$ cat config.mk
export PLATFORM = sky130hd
export DESIGN_NAME = hex_dump_text_to_bytes_flat
export DESIGN_NICKNAME = d
export VERILOG_FILES = /design/src/rtl/core/hdtb_pkg.sv /design/src/rtl/core/hdtb_text_if.sv /design/src/rtl/core/hdtb_byte_if.sv /design/src/rtl/core/hdtb_front.sv /design/src/rtl/core/hdtb_queue.sv /design/src/rtl/core/hdtb_back.sv /design/src/rtl/core/hex_dump_text_to_bytes.sv /design/src/flat_wrapper.sv
export SDC_FILE = /design/constraint.sdc
export NUM_CORES = 1
export LEC_CHECK = 0
export BUFFER_PORTS_ARGS = -buffer_cell sky130_fd_sc_hd__buf_4
export CAP_MARGIN = 10
export CORE_ASPECT_RATIO = 0.6
export CORE_MARGIN = 8
export CORE_UTILIZATION = 55
export CTS_CLUSTER_DIAMETER = 120
export DETAILED_ROUTE_END_ITERATION = 8
export MAX_ROUTING_LAYER = met4
export PLACE_DENSITY_LB_ADDON = 0.1
export RECOVER_POWER = 50
export SYNTH_ARGS = -nofsm -noshare
export SYNTH_HDL_FRONTEND = slang
export SYNTH_SLANG_ARGS = --single-unit
$ cat constraint.sdc
create_clock -name clk -period 4 [get_ports clk]
set_clock_uncertainty 0.1 [all_clocks]
set_input_delay 0.2 -clock clk [delete_from_list [all_inputs] [get_ports clk]]
set_output_delay 0.2 -clock clk [all_outputs]
set_load 0.02 [all_outputs]
$ cat src/rtl/core/hdtb_pkg.sv
// ----------------------------------------------------------------------------
// hdtb_pkg
// Shared types and character codes for the hex dump text to bytes block.
// ----------------------------------------------------------------------------
package hdtb_pkg;

    // Request kinds on the text channel
    localparam logic REQ_CHAR = 1'b0;
    localparam logic REQ_END  = 1'b1;

    // Character codes
    localparam logic [7:0] CHR_NUL   = 8'h00;
    localparam logic [7:0] CHR_NL    = 8'h0A;
    localparam logic [7:0] CHR_SPACE = 8'h20;
    localparam logic [7:0] CHR_ZERO  = 8'h30;
    localparam logic [7:0] CHR_NINE  = 8'h39;
    localparam logic [7:0] CHR_W     = 8'h57;

    // One queue entry: one or two bytes to send, in order
    typedef struct packed {
        logic       pair;
        logic [7:0] first;
        logic [7:0] second;
    } hdtb_entry_t;

endpackage

$ cat src/rtl/core/hdtb_text_if.sv
// ----------------------------------------------------------------------------
// hdtb_text_if
// Valid/ready channel carrying one text character or an end of input mark.
// ----------------------------------------------------------------------------
interface hdtb_text_if;
    logic       valid;
    logic       ready;
    logic       req_type;
    logic [7:0] char_code;

    modport source (output valid, output req_type, output char_code, input ready);
    modport sink   (input valid, input req_type, input char_code, output ready);
endinterface

$ cat src/rtl/core/hdtb_byte_if.sv
// ----------------------------------------------------------------------------
// hdtb_byte_if
// Valid/ready channel carrying one rebuilt byte and its last-of-run flag.
// ----------------------------------------------------------------------------
interface hdtb_byte_if;
    logic       valid;
    logic       ready;
    logic [7:0] out_byte;
    logic       run_last;

    modport source (output valid, output out_byte, output run_last, input ready);
    modport sink   (input valid, input out_byte, input run_last, output ready);
endinterface

$ cat src/rtl/core/hdtb_front.sv
// ----------------------------------------------------------------------------
// hdtb_front
// Classifies each character, keeps the token and line state, and pushes the
// bytes each item gives into the queue as one entry.
// ----------------------------------------------------------------------------
module hdtb_front
    import hdtb_pkg::*;
#(
    parameter int TOKEN_BITS = 16
)
(
    input  logic         clk,
    input  logic         rst_n,
    hdtb_text_if.sink    text,
    input  logic         q_full,
    output logic         q_push,
    output hdtb_entry_t  q_entry
);

    logic [TOKEN_BITS-1:0] token_acc_reg, token_acc_next;
    logic                  seen_space_reg, seen_space_next;
    logic                  prev_was_sep_reg, prev_was_sep_next;
    logic [7:0]            held_high_reg, held_high_next;
    logic                  have_held_reg, have_held_next;
    logic                  count_odd_reg, count_odd_next;

    logic                  accept;
    logic                  is_end;
    logic                  is_sep;
    logic [TOKEN_BITS-1:0] char_wide;
    logic [TOKEN_BITS-1:0] digit_off;
    logic [TOKEN_BITS-1:0] acc_shifted;

    assign text.ready = !q_full;
    assign accept     = text.valid && text.ready;
    assign is_end     = (text.req_type == REQ_END) || (text.char_code == CHR_NUL);
    assign is_sep     = (text.char_code == CHR_SPACE) || (text.char_code == CHR_NL);

    // Offset wraps at the token width, so non-digits still add something
    assign char_wide   = TOKEN_BITS'(text.char_code);
    assign digit_off   = (text.char_code <= CHR_NINE) ? char_wide - TOKEN_BITS'(CHR_ZERO)
                                                      : char_wide - TOKEN_BITS'(CHR_W);
    assign acc_shifted = seen_space_reg ? (token_acc_reg << 4) : (token_acc_reg << 3);

    always_comb
    begin
        token_acc_next    = token_acc_reg;
        seen_space_next   = seen_space_reg;
        prev_was_sep_next = prev_was_sep_reg;
        held_high_next    = held_high_reg;
        have_held_next    = have_held_reg;
        count_odd_next    = count_odd_reg;
        q_push            = 1'b0;
        q_entry           = '0;
        if (accept)
        begin
            if (is_end)
            begin
                // Drop the held byte when the last count was odd
                if (have_held_reg && !count_odd_reg)
                begin
                    q_push        = 1'b1;
                    q_entry.first = held_high_reg;
                end
                token_acc_next    = '0;
                seen_space_next   = 1'b0;
                prev_was_sep_next = 1'b1;
                held_high_next    = '0;
                have_held_next    = 1'b0;
                count_odd_next    = 1'b0;
            end
            else if (is_sep)
            begin
                if (!prev_was_sep_reg)
                begin
                    if (seen_space_reg)
                    begin
                        q_push = 1'b1;
                        if (have_held_reg)
                        begin
                            q_entry.pair   = 1'b1;
                            q_entry.first  = held_high_reg;
                            q_entry.second = token_acc_reg[7:0];
                        end
                        else
                        begin
                            q_entry.first = token_acc_reg[7:0];
                        end
                        held_high_next = token_acc_reg[15:8];
                        have_held_next = 1'b1;
                    end
                    else
                    begin
                        count_odd_next = token_acc_reg[0];
                    end
                end
                seen_space_next   = (text.char_code == CHR_SPACE);
                token_acc_next    = '0;
                prev_was_sep_next = 1'b1;
            end
            else
            begin
                token_acc_next    = acc_shifted + digit_off;
                prev_was_sep_next = 1'b0;
            end
        end
    end

    always_ff @(posedge clk or negedge rst_n)
    begin
        if (!rst_n)
        begin
            token_acc_reg    <= '0;
            seen_space_reg   <= 1'b0;
            prev_was_sep_reg <= 1'b1;
            held_high_reg    <= '0;
            have_held_reg    <= 1'b0;
            count_odd_reg    <= 1'b0;
        end
        else
        begin
            token_acc_reg    <= token_acc_next;
            seen_space_reg   <= seen_space_next;
            prev_was_sep_reg <= prev_was_sep_next;
            held_high_reg    <= held_high_next;
            have_held_reg    <= have_held_next;
            count_odd_reg    <= count_odd_next;
        end
    end

endmodule

$ cat src/rtl/core/hdtb_queue.sv
// ----------------------------------------------------------------------------
// hdtb_queue
// Small register FIFO of byte entries between the front and the back.
// ----------------------------------------------------------------------------
module hdtb_queue
    import hdtb_pkg::*;
#(
    parameter int DEPTH = 2
)
(
    input  logic         clk,
    input  logic         rst_n,
    input  logic         push,
    input  hdtb_entry_t  push_entry,
    input  logic         pop,
    output logic         full,
    output logic         not_empty,
    output hdtb_entry_t  head
);

    localparam int PTR_BITS = (DEPTH > 1) ? $clog2(DEPTH) : 1;
    localparam int CNT_BITS = $clog2(DEPTH + 1);

    hdtb_entry_t         slot_reg [DEPTH];
    logic [PTR_BITS-1:0] wr_ptr_reg, wr_ptr_next;
    logic [PTR_BITS-1:0] rd_ptr_reg, rd_ptr_next;
    logic [CNT_BITS-1:0] count_reg, count_next;

    assign full      = (count_reg == CNT_BITS'(DEPTH));
    assign not_empty = (count_reg != '0);
    assign head      = slot_reg[rd_ptr_reg];

    always_comb
    begin
        wr_ptr_next = wr_ptr_reg;
        rd_ptr_next = rd_ptr_reg;
        count_next  = count_reg;
        if (push)
        begin
            wr_ptr_next = (wr_ptr_reg == PTR_BITS'(DEPTH - 1)) ? '0 : wr_ptr_reg + 1'b1;
        end
        if (pop)
        begin
            rd_ptr_next = (rd_ptr_reg == PTR_BITS'(DEPTH - 1)) ? '0 : rd_ptr_reg + 1'b1;
        end
        if (push && !pop)
        begin
            count_next = count_reg + 1'b1;
        end
        else if (pop && !push)
        begin
            count_next = count_reg - 1'b1;
        end
    end

    always_ff @(posedge clk or negedge rst_n)
    begin
        if (!rst_n)
        begin
            wr_ptr_reg <= '0;
            rd_ptr_reg <= '0;
            count_reg  <= '0;
        end
        else
        begin
            wr_ptr_reg <= wr_ptr_next;
            rd_ptr_reg <= rd_ptr_next;
            count_reg  <= count_next;
        end
    end

    always_ff @(posedge clk)
    begin
        if (push)
        begin
            slot_reg[wr_ptr_reg] <= push_entry;
        end
    end

endmodule

$ cat src/rtl/core/hdtb_back.sv
// ----------------------------------------------------------------------------
// hdtb_back
// Takes entries from the queue and sends their bytes one per cycle, while
// data.ready is high, through a registered output stage.
// ----------------------------------------------------------------------------
module hdtb_back
    import hdtb_pkg::*;
(
    input  logic         clk,
    input  logic         rst_n,
    input  logic         q_not_empty,
    input  hdtb_entry_t  q_head,
    output logic         q_pop,
    hdtb_byte_if.source  data
);

    logic       valid_reg, valid_next;
    logic [7:0] out_byte_reg, out_byte_next;
    logic       run_last_reg, run_last_next;
    logic       second_reg, second_next;
    logic       load;

    assign data.valid    = valid_reg;
    assign data.out_byte = out_byte_reg;
    assign data.run_last = run_last_reg;

    // Refill the output stage when it is empty or being taken
    assign load = !valid_reg || data.ready;

    always_comb
    begin
        valid_next    = valid_reg && !data.ready;
        out_byte_next = out_byte_reg;
        run_last_next = run_last_reg;
        second_next   = second_reg;
        q_pop         = 1'b0;
        if (load && q_not_empty)
        begin
            valid_next = 1'b1;
            if (second_reg)
            begin
                out_byte_next = q_head.second;
                run_last_next = 1'b1;
                second_next   = 1'b0;
                q_pop         = 1'b1;
            end
            else
            begin
                out_byte_next = q_head.first;
                run_last_next = !q_head.pair;
                second_next   = q_head.pair;
                q_pop         = !q_head.pair;
            end
        end
    end

    always_ff @(posedge clk or negedge rst_n)
    begin
        if (!rst_n)
        begin
            valid_reg  <= 1'b0;
            second_reg <= 1'b0;
        end
        else
        begin
            valid_reg  <= valid_next;
            second_reg <= second_next;
        end
    end

    always_ff @(posedge clk)
    begin
        out_byte_reg <= out_byte_next;
        run_last_reg <= run_last_next;
    end

endmodule

$ cat src/rtl/core/hex_dump_text_to_bytes.sv
// ----------------------------------------------------------------------------
// hex_dump_text_to_bytes
// Rebuilds a byte stream from the text of a hex word dump.
// ----------------------------------------------------------------------------
// Usage:
//   text : one character per item (req_type 0), or an end of input mark
//          (req_type 1; a NUL character acts the same). Each line starts
//          with an octal count whose parity is kept; later tokens are hex
//          words, sent low byte first, high byte one word later.
//   data : rebuilt bytes, run_last set on the last byte an item gives.
//   An item is taken every cycle while the queue has room. Bytes leave
//   one per cycle while data.ready is high, so an item giving two bytes
//   holds the port for both; the output port rate sets the sustained figure.
//   An accepted item is written to the queue, then to the output register.
//   When data stalls, the output register holds its byte and the queue
//   fills; text.ready drops once the queue is full.
//   Reset clears the line state (as if after a newline), drops any held
//   byte and empties the queue. End of input sends the held high byte only
//   when the last count was even, then returns to the reset state.
// ----------------------------------------------------------------------------
module hex_dump_text_to_bytes
    import hdtb_pkg::*;
#(
    parameter int TOKEN_BITS  = 16,
    parameter int QUEUE_DEPTH = 2
)
(
    input  logic         clk,
    input  logic         rst_n,
    hdtb_text_if.sink    text,
    hdtb_byte_if.source  data
);

    logic        q_push;
    logic        q_pop;
    logic        q_full;
    logic        q_not_empty;
    hdtb_entry_t q_entry;
    hdtb_entry_t q_head;

    hdtb_front #(
        .TOKEN_BITS (TOKEN_BITS)
    ) u_front (
        .clk     (clk),
        .rst_n   (rst_n),
        .text    (text),
        .q_full  (q_full),
        .q_push  (q_push),
        .q_entry (q_entry)
    );

    hdtb_queue #(
        .DEPTH (QUEUE_DEPTH)
    ) u_queue (
        .clk        (clk),
        .rst_n      (rst_n),
        .push       (q_push),
        .push_entry (q_entry),
        .pop        (q_pop),
        .full       (q_full),
        .not_empty  (q_not_empty),
        .head       (q_head)
    );

    hdtb_back u_back (
        .clk         (clk),
        .rst_n       (rst_n),
        .q_not_empty (q_not_empty),
        .q_head      (q_head),
        .q_pop       (q_pop),
        .data        (data)
    );

endmodule
$ cat src/flat_wrapper.sv
// flat-port wrapper written by rule: the top's interface ports become plain ports
module hex_dump_text_to_bytes_flat import hdtb_pkg::*;
#(
    parameter int TOKEN_BITS  = 16,
    parameter int QUEUE_DEPTH = 2
)
  (clk, rst_n, text_valid, text_req_type, text_char_code, text_ready, data_valid, data_out_byte, data_run_last, data_ready);
  hdtb_text_if text_i ();
  hdtb_byte_if data_i ();
  input  logic clk;
  input  logic rst_n;
  input wire logic [$bits(text_i.valid)-1:0] text_valid;
  input wire logic [$bits(text_i.req_type)-1:0] text_req_type;
  input wire logic [$bits(text_i.char_code)-1:0] text_char_code;
  output wire logic [$bits(text_i.ready)-1:0] text_ready;
  output wire logic [$bits(data_i.valid)-1:0] data_valid;
  output wire logic [$bits(data_i.out_byte)-1:0] data_out_byte;
  output wire logic [$bits(data_i.run_last)-1:0] data_run_last;
  input wire logic [$bits(data_i.ready)-1:0] data_ready;
  assign text_i.valid = text_valid;
  assign text_i.req_type = text_req_type;
  assign text_i.char_code = text_char_code;
  assign text_ready = text_i.ready;
  assign data_valid = data_i.valid;
  assign data_out_byte = data_i.out_byte;
  assign data_run_last = data_i.run_last;
  assign data_i.ready = data_ready;
  hex_dump_text_to_bytes #(.TOKEN_BITS(TOKEN_BITS), .QUEUE_DEPTH(QUEUE_DEPTH)) u_core (.clk(clk), .rst_n(rst_n), .text(text_i), .data(data_i));
endmodule
==> results of run 1 <==
stage by stage:
| stage | hold slack, ps | std cells | power (W) | cell area [um^2] |
|---|---|---|---|---|
| floorplan | -195.6 | 348 | 0.001945 | 4195 |
| CTS | 100.7 | 486 | 0.003117 | 4806 |
| global route | 122.8 | 486 | 0.003228 | 4746 |
| detailed placement | 75.35 | 468 | 0.002285 | 4481 |
| global placement | 75.36 | 468 | 0.002262 | 4481 |
| finish | 101.3 | 486 | 0.003051 | 4746 |
routing by layer:
metal | up-vias | wire length, um | GRT usage, %
met2 | 79 | 3697 | 23.37
li1 | 1385 | - | -
met4 | 0 | 79 | 5.090
met1 | 1411 | 4559 | 26.01
met5 | - | 0 | -
met3 | 12 | 621 | 5.548
final timing paths:
path | slack, ps | depth (start not counted) | end
setup / recovery | 840 | 15 | u_core.u_front.token_acc_reg[13]$_DFFE_PN0P_
hold / removal | 100 | 3 | u_core.u_front.token_acc_reg[1]$_DFFE_PN0P_
setup reg to reg | 990 | 7 | u_core.u_front.token_acc_reg[15]$_DFFE_PN0P_
hold reg to reg | 390 | 1 | u_core.u_queue.wr_ptr_reg$_DFFE_PN0P_
max in group asynchronous | 1910 | 2 | u_core.u_front.held_high_reg[5]$_DFFE_PN0P_
min in group asynchronous | 810 | 2 | u_core.u_front.token_acc_reg[0]$_DFFE_PN0P_
area by class of cell:
cell class	count	area, um^2
fillers	620	2581
flip-flops and latches	77	2143
multi-input cells	246	1944
clock buffers	9	225.2
repair buffers	31	177.7
well taps	104	130.1
clock inverters	7	80.08
inverters	12	45.04
where the power goes:
part / total, W / leakage, nW / internal (W) / switching [W]
Clock: 0.000826 / 0.149 / 0.000536 / 0.000291
Sequential: 0.00123 / 0.837 / 0.00104 / 0.000190
Combinational: 0.000990 / 0.925 / 0.000429 / 0.000561
cells by family (layout without fill, tap and decap cells):
group | after synthesis | after routing
AO/OA/AOI/OAI | 101 | 101
AND/OR/NAND/NOR | 83 | 83
flip-flops | 77 | 77
multiplexers | 27 | 27
buffers and inverters | 25 | 59
adder cells (fa/ha/maj) | 22 | 22
XOR/XNOR | 13 | 13
worst min-delay path: stages:
cell and delay (ps):
sky130_fd_sc_hd__buf_4 100, sky130_fd_sc_hd__mux2i_1 70, sky130_fd_sc_hd__o21ai_1 120
Yosys cell counts (all sizes together), types with 6 or more instances:
cell / count / area (um^2)
mux4: 8 / 180.2
ha: 21 / 262.8
dfrtp: 33 / 825.8
inv: 12 / 45.04
a21o: 6 / 46.30
xnor2: 6 / 52.55
and3: 10 / 62.56
mux2: 14 / 157.6
o21a: 6 / 45.04
o21ai: 23 / 115.1
buf: 8 / 43.79
a22oi: 9 / 72.57
a22o: 10 / 87.58
nand2: 20 / 75.07
edfxtp: 43 / 1291
a21oi: 14 / 70.07
nor2: 24 / 90.09
xor2: 7 / 61.31
repair_timing:
action | CTS | global route
hold endpoints to repair | 34 | 0
gates resized for setup | 0 | 0
hold buffers | 2 | 0
==> results.md, run 1 <==
GRT:
- The pin count of the biggest net entering global routing is 35.
- The number of antenna violations at the first check in global routing is 0.
- The first global-routing pass estimated around 15,000 um of wire.
- The total track usage is roughly 18%.
- The number of global-route vias before repair is 2,883.
- The total overflow left after global routing is 0.

Clock network:
- TritonCTS built the clock tree.
- The clock passes through at most 2 buffers.
- The H-tree was split into 3 levels.
- The clock input transition at the sequential cells of the worst setup and hold paths is 60 ps.
- Buffers inserted during clock tree synthesis total 9.
- The post-CTS setup repair buffer count is 0.
- The clock root buffer master is sky130_fd_sc_hd__clkbuf_16.
- Counting every sink on the clock net gives 77.
- The later-pin clock latency in the skew report is roughly 330 ps.

Detailed routing:
- For this block, the via count after detailed routing is 2,887.
- The initial DRC count is 229.
- The final layout contains routed wiring with a total length of 8958 um.
- In the final routed layout, each cell accounts on average for 18.43 um.
- The number of antenna-violating nets in the routed design is 0.
- The DRC violation count after routing is 0.
- The per-cell via count in the routed design is 5.940.
- The first-pass detailed-route iteration total is 4.

Worst setup path:
- STA classifies the critical path endpoint as a flip-flop.
- The arrival time of the worst setup path is 3300 ps.
- The startpoint class of the critical path is an input port.
- Among cell families on the critical path, the largest total delay comes from compound AO/OA/AOI/OAI gates.
- The kind of critical path is input port to flip-flop.
- The critical path required time is 4140 ps.
- The worst register-to-register path begins at u_core.u_front.seen_space_reg$_DFFE_PN0P_.
- The critical-path cell with the highest stage delay is sky130_fd_sc_hd__a2111o_1.
- Of all nets on the critical path, the largest fanout is 5.
- In this run the worst setup path begins at text_char_code[0].
- Together, buffers and inverters on the worst path number 3.
- The signal on the critical path passes through clkbuf_1 -> inv_1 -> ha_1 -> o21bai_1 -> a311oi_2 -> nor2_1 -> xor2_1 -> ha_1 -> inv_1 -> fa_1 -> nor2b_1 -> o31a_1 -> o21ai_0 -> a2111o_1 -> o211ai_1.
- The largest stage delay on the critical path is 420 ps.

Outcome:
- The checks that failed: capacitance limit, slew limit.
- The flow ran to the end, but the final reports show violations.

Synth:
- After Yosys synthesis, full adders, half adders and majority gates account for 6.740% of the synthesized area.
- The synthesized design contains 77 register bits.
- For this run, the register share of the synthesized area comes to 51.09%.
- Yosys printed 0 warnings.
- The dominant combinational cell family by area after synthesis is compound AO/OA/AOI/OAI gates.
- The portion of netlist area occupied by mux cells is 9.245%.
- The cell area that synthesis handed to floorplanning was 4195 um^2.
- Counting flops with an async set or reset pin after synthesis yields a share of 44.16%.
- The synthesized netlist devotes 10.32% of its cell area to simple gates.
- The most used flip-flop cell after synthesis is sky130_fd_sc_hd__edfxtp_1.
- Summing the areas of all xor and xnor instances in the mapped netlist gives 2.714% of the synthesized area.
- After synthesis, the netlist uses 62 different library cells.
- The synthesized netlist devotes 17.33% of its cell area to compound gates.
- The average footprint of a synthesized cell is 12.06 um^2.
- The synthesized design contains 43 enable-type register cells.
- When the netlist entered floorplanning its net count stood at 383.
- Synthesis produced roughly 350 cells.

Place:
- The sum of net half-perimeters after detailed placement is 6564 um.
- The placement-stage worst setup slack is 592.6 ps.
- During placement, the flow inserted port buffers numbering 23.
- The final weighted congestion in routability-driven placement is 0.8312.

Floorplanning:
- The die covers 10,770 um^2.
- The count of boundary I/O pins is 24.
- The initial cell density of the core is 57.26%.
- After floorplanning, the core was sized to cover around 7300 um^2.
- The floorplan has 24 rows.
- The overall die height is 83.65 um.
- The width of the chip is 128.8 um.

Timing:
- The number of setup violations in the final report is 0.
- The minimum clock period after layout is 3156 ps.
- The maximum clock frequency is 0.3169 GHz.
- The number of max-slew violations in the final report is 35.
- The total negative slack is 0 ps.
- The worst path uses 78.89% of the clock period.
- The normalized max-slew margin is -23.90%.
- After layout, the worst setup slack is 844.3 ps.
- The slew of the pin with the lowest slew margin is roughly 1900 ps.
- The final count of hold timing violations was 0.
- Setup repair after global routing left no endpoint under its margin.

Finish:
- In the final layout, the share of cells above drive strength 1 is between 10 and 15%.
- After the last flow step, the layout net total stands at 412.
- The area growth from synthesis to layout is 13.12%.
- Leaving out fill and tap cells, the most frequent cell in the layout is sky130_fd_sc_hd__edfxtp_1.
- The share of the core filled with cells is between 60% and 70%.
- The number of flip-flops under the largest register name is 34.
- Leaving out fill and tap cells, the most frequent cells in the layout are sky130_fd_sc_hd__edfxtp_1 (43), sky130_fd_sc_hd__dfrtp_1 (33), sky130_fd_sc_hd__nor2_1 (24), sky130_fd_sc_hd__ha_1 (21).
- The number of antenna diodes is 0.

Job:
- The max-capacitance violation count is 1.

Power and ir drop:
- The power per standard cell area is 642.9 nW/um^2.
- The leakage component of the power is about 1.9 nW.
- The largest vdd supply drop is 0.4047 mV.

Worst hold path:
- The start point of the worst hold path is text_char_code[1].
- The worst min-delay path class is input port to flip-flop.
Note: power is estimated with default switching activity, not from simulation.
==> inputs of run 2 (changes only) <==
ABC_AREA = 1   (was not set)
clock period = 2.9 ns   (was 4 ns; I/O delays follow)
==> run 2 against run 1 <==
The run still ends with capacitance limit, slew limit left. Die area grew 1.5%. Highest routed layer unchanged. Largest cell class unchanged. Register-to-register slack lost 670 ps. Combinational power grew 55%. Setup slack lost 520 ps. Flip-flop and latch count is the same.
==> results.md, run 2 <==
Floorplanning:
- The area of the die is 10,930 um^2 (+1.5%).
- The initial cell density of the core is 55.50% (-1.8 points).
- The row count was 25 (+4.2%).
- The overall die height is 84.26 um (+0.72%).
- The count of boundary I/O pins is 24 (unchanged).
- The standard cell core area is 7695 um^2 (+5.0%).
- The width of the chip is 129.8 um (+0.78%).

Synth:
- The most used flip-flop cell after synthesis is sky130_fd_sc_hd__edfxtp_1.
- The number of enable-type register cells in the synthesized netlist was 43 (unchanged).
- The biggest area consumer among synthesized cells is sky130_fd_sc_hd__edfxtp_1.
- The share of flip-flops with an asynchronous set or reset after synthesis is 44.16% (unchanged).
- The count of unique library cells instantiated by Yosys is 36 (-42%).
- In the post-synthesis netlist, the biggest area contributors are sky130_fd_sc_hd__edfxtp_1 (30%), sky130_fd_sc_hd__dfrtp_1 (19%), sky130_fd_sc_hd__nand2_1 (9.3%), sky130_fd_sc_hd__ha_1 (6.2%), sky130_fd_sc_hd__nor2_1 (5.4%).
- The flip-flop and latch count after synthesis is 77 (unchanged).
- The part of the Yosys area used for sequential elements was 50.19% (-0.90 points).
- The average footprint of a synthesized cell is 8.680 um^2 (-28%).
- The total nets after synthesis is 527 (+38%).
- Ranked by instance count, the synthesized netlist is headed by sky130_fd_sc_hd__nand2_1 (106), sky130_fd_sc_hd__nor2_1 (62), sky130_fd_sc_hd__inv_1 (59), sky130_fd_sc_hd__o21ai_0 (46), sky130_fd_sc_hd__edfxtp_1 (43).
- The share of Yosys cell area claimed by the top area cell type is 30.24% (-0.54 points).
- By instance count, the leading cell after synthesis is sky130_fd_sc_hd__nand2_1.
- The cell count after synthesis is 492 (+41%).
- The synthesized area is 4270 um^2 (+1.8%).
- The count of warnings emitted by yosys came to 0 (unchanged).

Timing:
- The share of the clock period used by the worst path is between 80% and 90%.
- The normalized max-slew margin came to -21.17% (+2.7 points).
- The slew of the pin with the lowest slew margin is 1818 ps (-41.05 ps).
- Setup repair after global routing left no endpoint under its margin.
- For the finished layout, the period the worst path requires is 2579 ps.
- Timing would allow up to between 0.3 and 0.4 GHz.
- The final count of hold timing violations was 0 (unchanged).
- The worst hold margin is 69.32 ps (-31.95 ps).
- The number of max-slew violations in the final report is 35 (unchanged).
- The number of setup violations in the final report is 0 (unchanged).
- The total negative slack was 0 ps (unchanged).

GRT:
- The pin count of the biggest net entering global routing is 35 (unchanged).
- The total grt overflow is 0 (unchanged).
- The number of antenna violations at the first check in global routing is 0 (unchanged).
- The number of global-route vias before repair is 3,350 (+16%).
- The total track usage is 19.82% (+1.8 points).
- The global-route wire length before repair was 16,330 um (+9.8%).

Worst setup path:
- Traced cell by cell, the critical path runs through o21ai_0 -> inv_1 -> fa_1 -> o21ai_0 -> buf_4 -> a21oi_1 -> nand2_1 -> nand2_1 -> o22ai_1.
- STA classifies the critical path endpoint as a flip-flop.
- The cell family contributing the most delay on the critical path is compound AO/OA/AOI/OAI gates.
- The maximum fanout encountered on the critical timing path was 28 (+23).
- The largest stage delay on the critical path is 570 ps (+150 ps).
- The critical-path cell with the highest stage delay is sky130_fd_sc_hd__dfrtp_2.
- The critical path required time is 3040 ps (-1100 ps).
- The worst path buffer plus inverter count is 2 (-1).
- STA classifies the critical path startpoint as a flip-flop.
- The kind of critical path is flip-flop to flip-flop.
- The arrival time of the worst setup path was 2720 ps (-580 ps).

Place:
- The count of placed standard cells including taps is 619 (+32%).
- The final weighted congestion in routability-driven placement is 0.9342 (+12%).
- The standard cell area after detailed placement is 4571 um^2 (+2.0%).
- The count of buffers from port buffering is 23 (unchanged).
- The sum of net half-perimeters after detailed placement is 7369 um (+12%).

Finish:
- The final design area excluding fillers came to 4858 um^2 (+2.4%).
- The number of fill cells in the layout is 705 (+14%).
- Leaving out fill and tap cells, the most frequent cells in the layout are sky130_fd_sc_hd__nand2_1 (107), sky130_fd_sc_hd__nor2_1 (62), sky130_fd_sc_hd__inv_1 (60), sky130_fd_sc_hd__o21ai_0 (46), sky130_fd_sc_hd__edfxtp_1 (43).
- The count of placed standard cells in the final layout, fillers left out is 637 (+31%).
- The number of antenna diodes is 0 (unchanged).
- The count of nets after finishing was 559 (+36%).
- The fraction of final layout cells with drive strength greater than 1 is 10.02% (-4.4 points).
- The area growth from synthesis to layout is 13.77%.
- The number of flip-flops under the largest register name is 34 (unchanged).
- Leaving out fill and tap cells, the most frequent cell in the layout is sky130_fd_sc_hd__nand2_1.

Power and ir drop:
- The power dissipated by switching net loads is 0.001601 W (+54%).
- The register share of total power is 37.1% (-3.4 points).
- The net switching share of the total power is 36.85% (+2.7 points).
- The proportion of power drawn by combinational gates is 35.2% (+2.8 points).
- The largest vdd supply drop is 0.5491 mV (+36%).
- The leakage component of the power came to 2.225 nW (+16%).
- The cell-internal power is 0.002743 W (+37%).
- The power per standard cell area is 894.0 nW/um^2 (+39%).
- The clock share of power came to 27.7% (+0.6 points).

Outcome:
- The flow ran to the end, but the final reports show violations.
- The final reports fail on capacitance limit, slew limit.

Clock network:
- The clock input transition at the sequential cells of the worst setup and hold paths is 60 ps (about the same).
- The TritonCTS clock tree is built.
- The number of H-tree levels was 3 (unchanged).
- The later-pin clock latency in the skew report was 330 ps (about the same).
- The root buffer cell chosen for the clock tree is sky130_fd_sc_hd__clkbuf_16.
- The maximum number of buffers from clock root to sink is 2 (unchanged).
- The clock sink count is 77 (unchanged).
- The post-CTS setup repair buffer count was 0 (unchanged).
- The total CTS buffers was 9 (unchanged).

Detailed routing:
- The first-pass detailed-route iteration total is 5 (+1).
- The initial DRC count is 278 (+21%).
- The total via count in the routed design came to 3,371 (+17%).
- The number of antenna-violating nets in the routed design came to 0 (unchanged).
- The per-cell via count in the routed design was 5.292 (-11%).
- The total routed wirelength is 9709 um (+8.4%).
- The average routed wire per standard cell is 15.24 um (-17%).
- The DRC violation count after routing was 0 (unchanged).

Job:
- The max-capacitance violation count came to 1 (unchanged).

Worst hold path:
- The worst min-delay path class is input port to flip-flop.
-- run 2: changes by cell type in the layout (fill, tap and decap cells not counted), moves of 10 or more --
| cell | before | now |
|---|---|---|
| sky130_fd_sc_hd__a22o_1 | 10 | 0 |
| sky130_fd_sc_hd__and3_1 | 10 | 0 |
| sky130_fd_sc_hd__inv_1 | 12 | 60 |
| sky130_fd_sc_hd__mux2_2 | 13 | 0 |
| sky130_fd_sc_hd__nand2_1 | 20 | 107 |
| sky130_fd_sc_hd__nand3_1 | 4 | 21 |
| sky130_fd_sc_hd__nor2_1 | 24 | 62 |
| sky130_fd_sc_hd__o21ai_0 | 20 | 46 |
| sky130_fd_sc_hd__o22ai_1 | 0 | 21 |
-- run 2: kinds of logic after synthesis --
logic type / synth area share (%)
buffers and inverters: 7.178
AND/OR/NAND/NOR: 21.56
flip-flops: 50.19
XOR/XNOR: 2.461
adder cells (fa/ha/maj): 6.622
AO/OA/AOI/OAI: 11.98
-- run 2: final timing paths --
kind / from / to / slack, ps / cells past startpoint
max in group asynchronous: rst_n / u_core.u_front.seen_space_reg$_DFFE_PN0P_ / 790 / 2
min in group asynchronous: rst_n / u_core.u_front.seen_space_reg$_DFFE_PN0P_ / 740 / 2
hold / removal: text_char_code[3] / u_core.u_front.seen_space_reg$_DFFE_PN0P_ / 70 / 4
setup reg to reg: u_core.u_front.seen_space_reg$_DFFE_PN0P_ / u_core.u_front.token_acc_reg[11]$_DFFE_PN0P_ / 320 / 9
hold reg to reg: u_core.u_front.token_acc_reg[13]$_DFFE_PN0P_ / u_core.u_front.token_acc_reg[13]$_DFFE_PN0P_ / 380 / 2
setup / recovery: u_core.u_front.seen_space_reg$_DFFE_PN0P_ / u_core.u_front.token_acc_reg[11]$_DFFE_PN0P_ / 320 / 9
-- run 2: final cells by class --
| cell class | instances | area [um^2] | share of cell area [%] |
|---|---|---|---|
| sequential | 77 | 2145 | 44.14 |
| multi-input combinational | 339 | 1813 | 37.32 |
| clock buffer | 12 | 256.5 | 5.279 |
| inverter | 65 | 246.5 | 5.073 |
| timing repair buffer | 32 | 192.7 | 3.966 |
| tap | 108 | 135.1 | 2.781 |
| clock inverter | 4 | 70.07 | 1.442 |
-- run 2: metal layers --
metal  GRT usage, %  share of wire, %  vias up
met5              -                 0        -
met4          3.564              0.42        0
met3          7.211               7.7        6
met2          27.20                41       92
met1          27.58                51     1583
li1               -                 -     1690
-- run 2: stage by stage --
step	utilization (%)	power, W	worst slack [ps]
global placement	59.40	0.003182	180.7
detailed placement	59.40	0.003208	128.7
CTS	63.90	0.004435	153.5
finish	63.14	0.004344	321.5
floorplan	-	0.002697	363.0
global route	63.14	0.004649	120.8
-- run 2: what timing repair did --
item / in CTS / in global routing
gates resized for setup: 0 / 1
hold buffers: 2 / 0
setup endpoints to repair: 0 / 2
hold endpoints to repair: 35 / 0
-- run 2: power by group through the flow --
stage	registers, W	logic (W)	clock network, W
floorplan	0.00164	0.00106	0
detailed placement	0.00163	0.00158	0
global route	0.00165	0.00173	0.00128
CTS	0.00161	0.00160	0.00123
finish	0.00161	0.00153	0.00120
global placement	0.00162	0.00156	0
-- run 2: worst min-delay path, delay by kind of cell --
| kind | cells | cell delay [ps] |
|---|---|---|
| simple gates | 2 | 120 |
| buf+inv | 1 | 120 |
| compound gates | 1 | 80 |
